<file path="config.mk">
export PLATFORM = sky130hd
export DESIGN_NAME = cs2x2_div_step
export DESIGN_NICKNAME = d
export VERILOG_FILES = /design/src/sv/cs2x2_pkg.sv /design/src/sv/cs2x2_div_step.sv
export SDC_FILE = /design/constraint.sdc
export NUM_CORES = 1
export LEC_CHECK = 0
export BUFFER_PORTS_ARGS = -buffer_cell sky130_fd_sc_hd__buf_2
export CORE_AREA = 5 5 252 254
export CTS_CLUSTER_SIZE = 14
export DETAILED_ROUTE_END_ITERATION = 7
export DIE_AREA = 0 0 257 259
export PLACE_DENSITY = 0.54
export SLEW_MARGIN = 40
export SYNTH_ARGS = -nofsm -noshare
export SYNTH_HDL_FRONTEND = slang
export SYNTH_SLANG_ARGS = --single-unit
</file>
<file path="constraint.sdc">
create_clock -name clk -period 6.7 [get_ports clk]
set_input_delay 1.005 -clock clk [delete_from_list [all_inputs] [get_ports clk]]
set_output_delay 1.005 -clock clk [all_outputs]
set_load 0.05 [all_outputs]
</file>
<file path="src/sv/cs2x2_pkg.sv">
// Shared widths and pipeline types for the 2x2 Cramer solver.
`timescale 1ns / 1ps

package cs2x2_pkg;

  // Data format of every field: signed fixed point.
  localparam int DATA_WIDTH = 32;
  localparam int FRAC_BITS  = 16;
  localparam int EPS_WIDTH  = 31;

  // Derived widths.
  localparam int PROD_W  = 2 * DATA_WIDTH;
  localparam int CROSS_W = PROD_W + 1;
  localparam int MAG_W   = PROD_W;
  localparam int REM_W   = MAG_W + 1;
  localparam int SHIFT_W = DATA_WIDTH - FRAC_BITS;

  // Stage counts of the pipeline: front end, divider and output register.
  localparam int FRONT_STAGES = 4;
  localparam int DIV_STAGES   = DATA_WIDTH;
  localparam int LATENCY      = FRONT_STAGES + DIV_STAGES + 1;

  // Payload that travels down the divider pipeline, two lanes side by side.
  typedef struct packed {
    logic                              sing;
    logic [1:0]                        neg;
    logic [1:0]                        ovf;
    logic [MAG_W-1:0]                  den;
    logic [1:0][REM_W-1:0]             rem;
    logic [1:0][DATA_WIDTH-1:0]        low;
    logic [1:0][DATA_WIDTH-1:0]        quo;
  } div_pipe_t;

endpackage

</file>
<file path="src/sv/cs2x2_div_step.sv">
// One registered step of the restoring divider, both quotient lanes.
`timescale 1ns / 1ps

module cs2x2_div_step import cs2x2_pkg::*; (
  input  logic      clk,
  input  logic      rst,
  input  logic      in_vld,
  input  div_pipe_t in_pipe,
  output logic      out_vld,
  output div_pipe_t out_pipe
);

  logic [1:0][REM_W-1:0] shifted;
  logic [REM_W-1:0]      den_ext;
  logic [1:0]            qbit;
  div_pipe_t             pipe_next;

  // Shift in the next dividend bit and subtract the divisor when it fits.
  always_comb begin
    pipe_next = in_pipe;
    den_ext   = REM_W'(in_pipe.den);
    for (int i = 0; i < 2; i++) begin
      shifted[i] = {in_pipe.rem[i][REM_W-2:0], in_pipe.low[i][DATA_WIDTH-1]};
      qbit[i]    = shifted[i] >= den_ext;
      pipe_next.rem[i] = qbit[i] ? (shifted[i] - den_ext) : shifted[i];
      pipe_next.low[i] = in_pipe.low[i] << 1;
      pipe_next.quo[i] = {in_pipe.quo[i][DATA_WIDTH-2:0], qbit[i]};
    end
  end

  always_ff @(posedge clk) begin
    if (rst) begin
      out_vld <= 1'b0;
    end else begin
      out_vld <= in_vld;
    end
  end

  always_ff @(posedge clk) begin
    out_pipe <= pipe_next;
  end

endmodule

</file>
# Word-level counts from Yosys, hierarchy flattened
# Cells that the tools add are included.
[word_totals] ff_bits=326 latch_bits=0 ram_bits=0 mem_bits_ro=0 in_bits=330 out_inout_bits=328 elab_cells=17 mem_count=0
[op_classes] addsub=2 n_mul=0 n_div=0 magnitude_cmp=2 eq_ne=0 n_shift=0 mux=2 bitwise_logic=0 n_reduce_logical=0
[op_table] operator="65-bit by 64-bit greater-or-equal comparator with 1-bit output" count=2
[op_table] operator="65-bit 2-to-1 mux" count=2
[op_table] operator="65-bit by 64-bit subtractor with 65-bit output" count=2

# Depth between registers and ports, before layout
[depth] ltp_word=2 depth_mapped=16 ltp_nobuf=13

# Worst setup path after synthesis
# No wires, ideal clock.
[synth_path] path_kind="input -> register" start="input port in_pipe[296] (netlist name)" end="register out_pipe[217] (netlist name)" setup_ns=0.121 arrival_time_ns=3.478 required_time_ns=6.579 setup_slack_ns=3.101 path_stages=14 path_buffers=3 path_cell_list="inv_1 ha_1 buf_2 and3_1 nand2_1 a31o_1 a2111oi_4 nand2_1 a211oi_2 o21bai_1 and3b_1 buf_6 buf_6 mux2_4"
[synth_rtl] item="start: declaration" line="cs2x2_div_step.sv:8" rtl="input div_pipe_t in_pipe,"
[synth_rtl] item="end signal: assignment" line="cs2x2_div_step.sv:40" rtl="out_pipe <= pipe_next;"
[synth_rtl] item="end: declaration" line="cs2x2_div_step.sv:10" rtl="output div_pipe_t out_pipe"

==> results.md <==
- Run status: complete, no violations
- Synth warn: 0
- CP Launch Type: input pin
- Max-Cap Viols: 0
- Tmin final: 4.61 ns
- Num CTS Buffers: 40
- Global route overflow: 0
- DR iter-0 viols: 1,150
- Initial Util: 26.3%
- Drt via density: 4.88
- Routed WL per cell: 23.5 um
- Die area: 66,600 um^2
- GR peak layer: met2
- Maximum clock frequency: 0.217 GHz
- Yosys top cell area share: 40.6%
- Max-slew violations: 0
- Met2 Resource Use GR: 39.1%
- Static Leakage: 0.0103 uW
- Number of enable flip-flop cells after synthesis: 0
- Clock sinks: 326
- CP Max Fanout: 47
- I/O pins: 658
- Type of the most critical hold path: in2reg
- Combinational fraction of design power: 34.2%
- Seq pwr share: 33.1%
- Setup TNS: 0 ns
- Die H: 259 um
- Register area: 6530 um^2
- Syn Inst Count: 1,867
- DRT antenna net count: 0
- Worst vdd ir: 0.000211 V
- Site Rows: 91
- Synth async-reset ratio: 0%
- P&R area growth vs syn: 33.0%
- Crit path cell chain: buf_2 > inv_1 > ha_1 > nand4_1 > nor4_2 > a22oi_1 > o211ai_1 > a31oi_2 > o2111a_1 > nor4_4 > a31oi_2 > clkinv_2 > buf_4 > mux2_2
- HPWL Detailed: 66.6 mm
- Antenna violations before repair: 25
- Layout cells sized above 1: 29.9%
- Met1 GRT Util: 24.3%
- Routability cong.: 0.944
- Fillers: 6,436
- Clock buffer depth: 3
- CP required: 7.13 ns
- Sw Ratio: 39.2%
- All-layer global routing usage: 22.0%
- Clk slew on worst S/H paths: 0.06 ns
- Top_reg_cell synth: dfxtp_1
- RSZ-0062 raised after global routing: no
- Synthesized area: 16,100 um^2
- Flops & latches, synth: 326
- Met3 Track Usage GR: 6.13%
- Max incr delay on CP: 0.54 ns
- Largest net degree at the start of global routing: 48
- NetSw: 2640 uW
- DRC: 0
- # port buffers: 651
- Crit path capture type: flop
- Nets@finish: 2,944
- Final wirelength: 77.7 mm
- Final Hold Violating Endpoints: 0
- Core Region: 61,000 um^2
- Most frequent cell after synthesis: dfxtp_1
- PD cells: 316 nW/um^2
- Post-Syn Area per Cell: 8.61 um^2
- Hold slack: 0.555 ns
- Horiz. Die Dim: 257 um
- Cts repair resizes: 0
- Seq/Total Area, Yosys: 40.6%
- CTS Hold Buffers Added: 0
- Post-CTS setup repair buffer count: 0
- Cell mode on critical path: a31oi_2
- Relative slew margins: 47.9%
- First-pass GRT wire length: 110 mm
- Synth area leaders: dfxtp_1 (41%), ha_1 (10%), a21oi_1 (6.5%)
- Clk root buf: clkbuf_16
- Slowest cell on crit path: clkinv_2
- Post-synth top area cell: dfxtp_1
- Synth unique cells: 79
- CTS tree: yes
- CP Class: in2reg
- Synth top cells by count: dfxtp_1 (326), a21oi_1 (208), nand2_1 (181), nor2_1 (130), ha_1 (128)
- Vias in the first global route: 16.1k
- Drt pass-1 iters: 5
- Ratio of final minimum period to clock period: 68.8%
- Arrival @ worst endpoint: 5.04 ns
- Slew @ Worst Pin: 0.781 ns
- Clock power share: 32.6%
- Setup violations, final: 0
- Internal power: 4110 uW
- Area of the multi-input gates: 8720 um^2
- CTS H-tree lvls: 2
- Routed via count: 16.2k
placed cells by master (no fill, tap or decap), types with 18 or more instances in the layout:
master     Yosys  layout
nand4_1       39      39
nor3_1        39      39
and3_1        20      20
a21o_1        62      62
inv_1        107     107
o21ai_1       26      26
clkbuf_16      0      40
nand2_1      181     181
a21oi_1      208     208
dfxtp_1      326     326
nand3_1       34      34
nor2_1       130     130
buf_2         26     651
o21bai_1      32      32
xnor2_1       57      57
ha_1         128     128
o21ai_0      119     119
nand2b_1      18      18
xor2_1        52      52
metal layers:
layer,wire [um],part of all wire (%)
met4,4130,5.3
met3,6230,8.0
met5,167,0.21
met2,38400,49
met1,28900,37
final cells by class:
| class | instances | share of cell area, % |
|---|---|---|
| Inverter | 108 | 1.90 |
| Sequential cell | 326 | 30.5 |
| Timing Repair Buffer | 661 | 15.8 |
| Tap cell | 790 | 4.62 |
| Clock buffer | 51 | 5.16 |
| Clock inverter | 19 | 1.09 |
| Antenna cell | 9 | 0.105 |
| Multi-Input combinational cell | 1347 | 40.8 |
metrics by stage:
stage | instances | cell area (um^2) | total power (uW) | worst slack (ns) | utilization (%)
after floorplan | 1868 | 16100 | 3880 | 3.10 | -
after global placement | 3230 | 20000 | 4580 | 1.51 | 32.7
after detailed placement | 3232 | 20000 | 4590 | 1.44 | 32.8
after CTS | 3302 | 21400 | 6840 | 2.05 | 35.0
after global routing | 3308 | 21400 | 7080 | 1.90 | 35.0
final | 3311 | 21400 | 6750 | 2.09 | 35.0
power by group through the flow:
stage / Clock [uW] / Combinational [uW] / Sequential [uW]
finish: 2200 / 2310 / 2240
CTS: 2280 / 2320 / 2240
global placement: 0 / 2300 / 2280
floorplan: 0 / 786 / 3090
global route: 2370 / 2450 / 2260
detailed placement: 0 / 2310 / 2280
worst paths after layout:
| check | start | to | slack (ns) | depth (start not counted) |
|---|---|---|---|---|
| worst max-delay path | in_pipe[279] | out_pipe[179] | 2.09 | 14 |
| worst min-delay path | in_pipe[42] | out_pipe[43] | 0.55 | 1 |
flip-flops by register name (all words and copies together), names as in the netlist:
signal,count
out_vld,1
out_pipe,325
kinds of logic (layout without fill, tap and decap cells):
group,count (synthesis),count (layout),synth area share [%]
buf+inv,195,839,5.25
simple gates,517,517,15.1
flops,326,326,40.6
other cells,1,11,0.0233
fa+ha+maj,130,130,10.2
mux,5,5,0.366
compound gates,584,584,22.5
xor+xnor,109,109,5.94
critical path, delay by kind of cell:
kind / cells / cell delay (ns)
AO/OA/AOI/OAI: 5 / 1.07
multiplexers: 1 / 0.37
adder cells (fa/ha/maj): 1 / 0.51
buffers and inverters: 4 / 1.11
AND/OR/NAND/NOR: 3 / 0.96
Power figures use the tool's default switching activity.
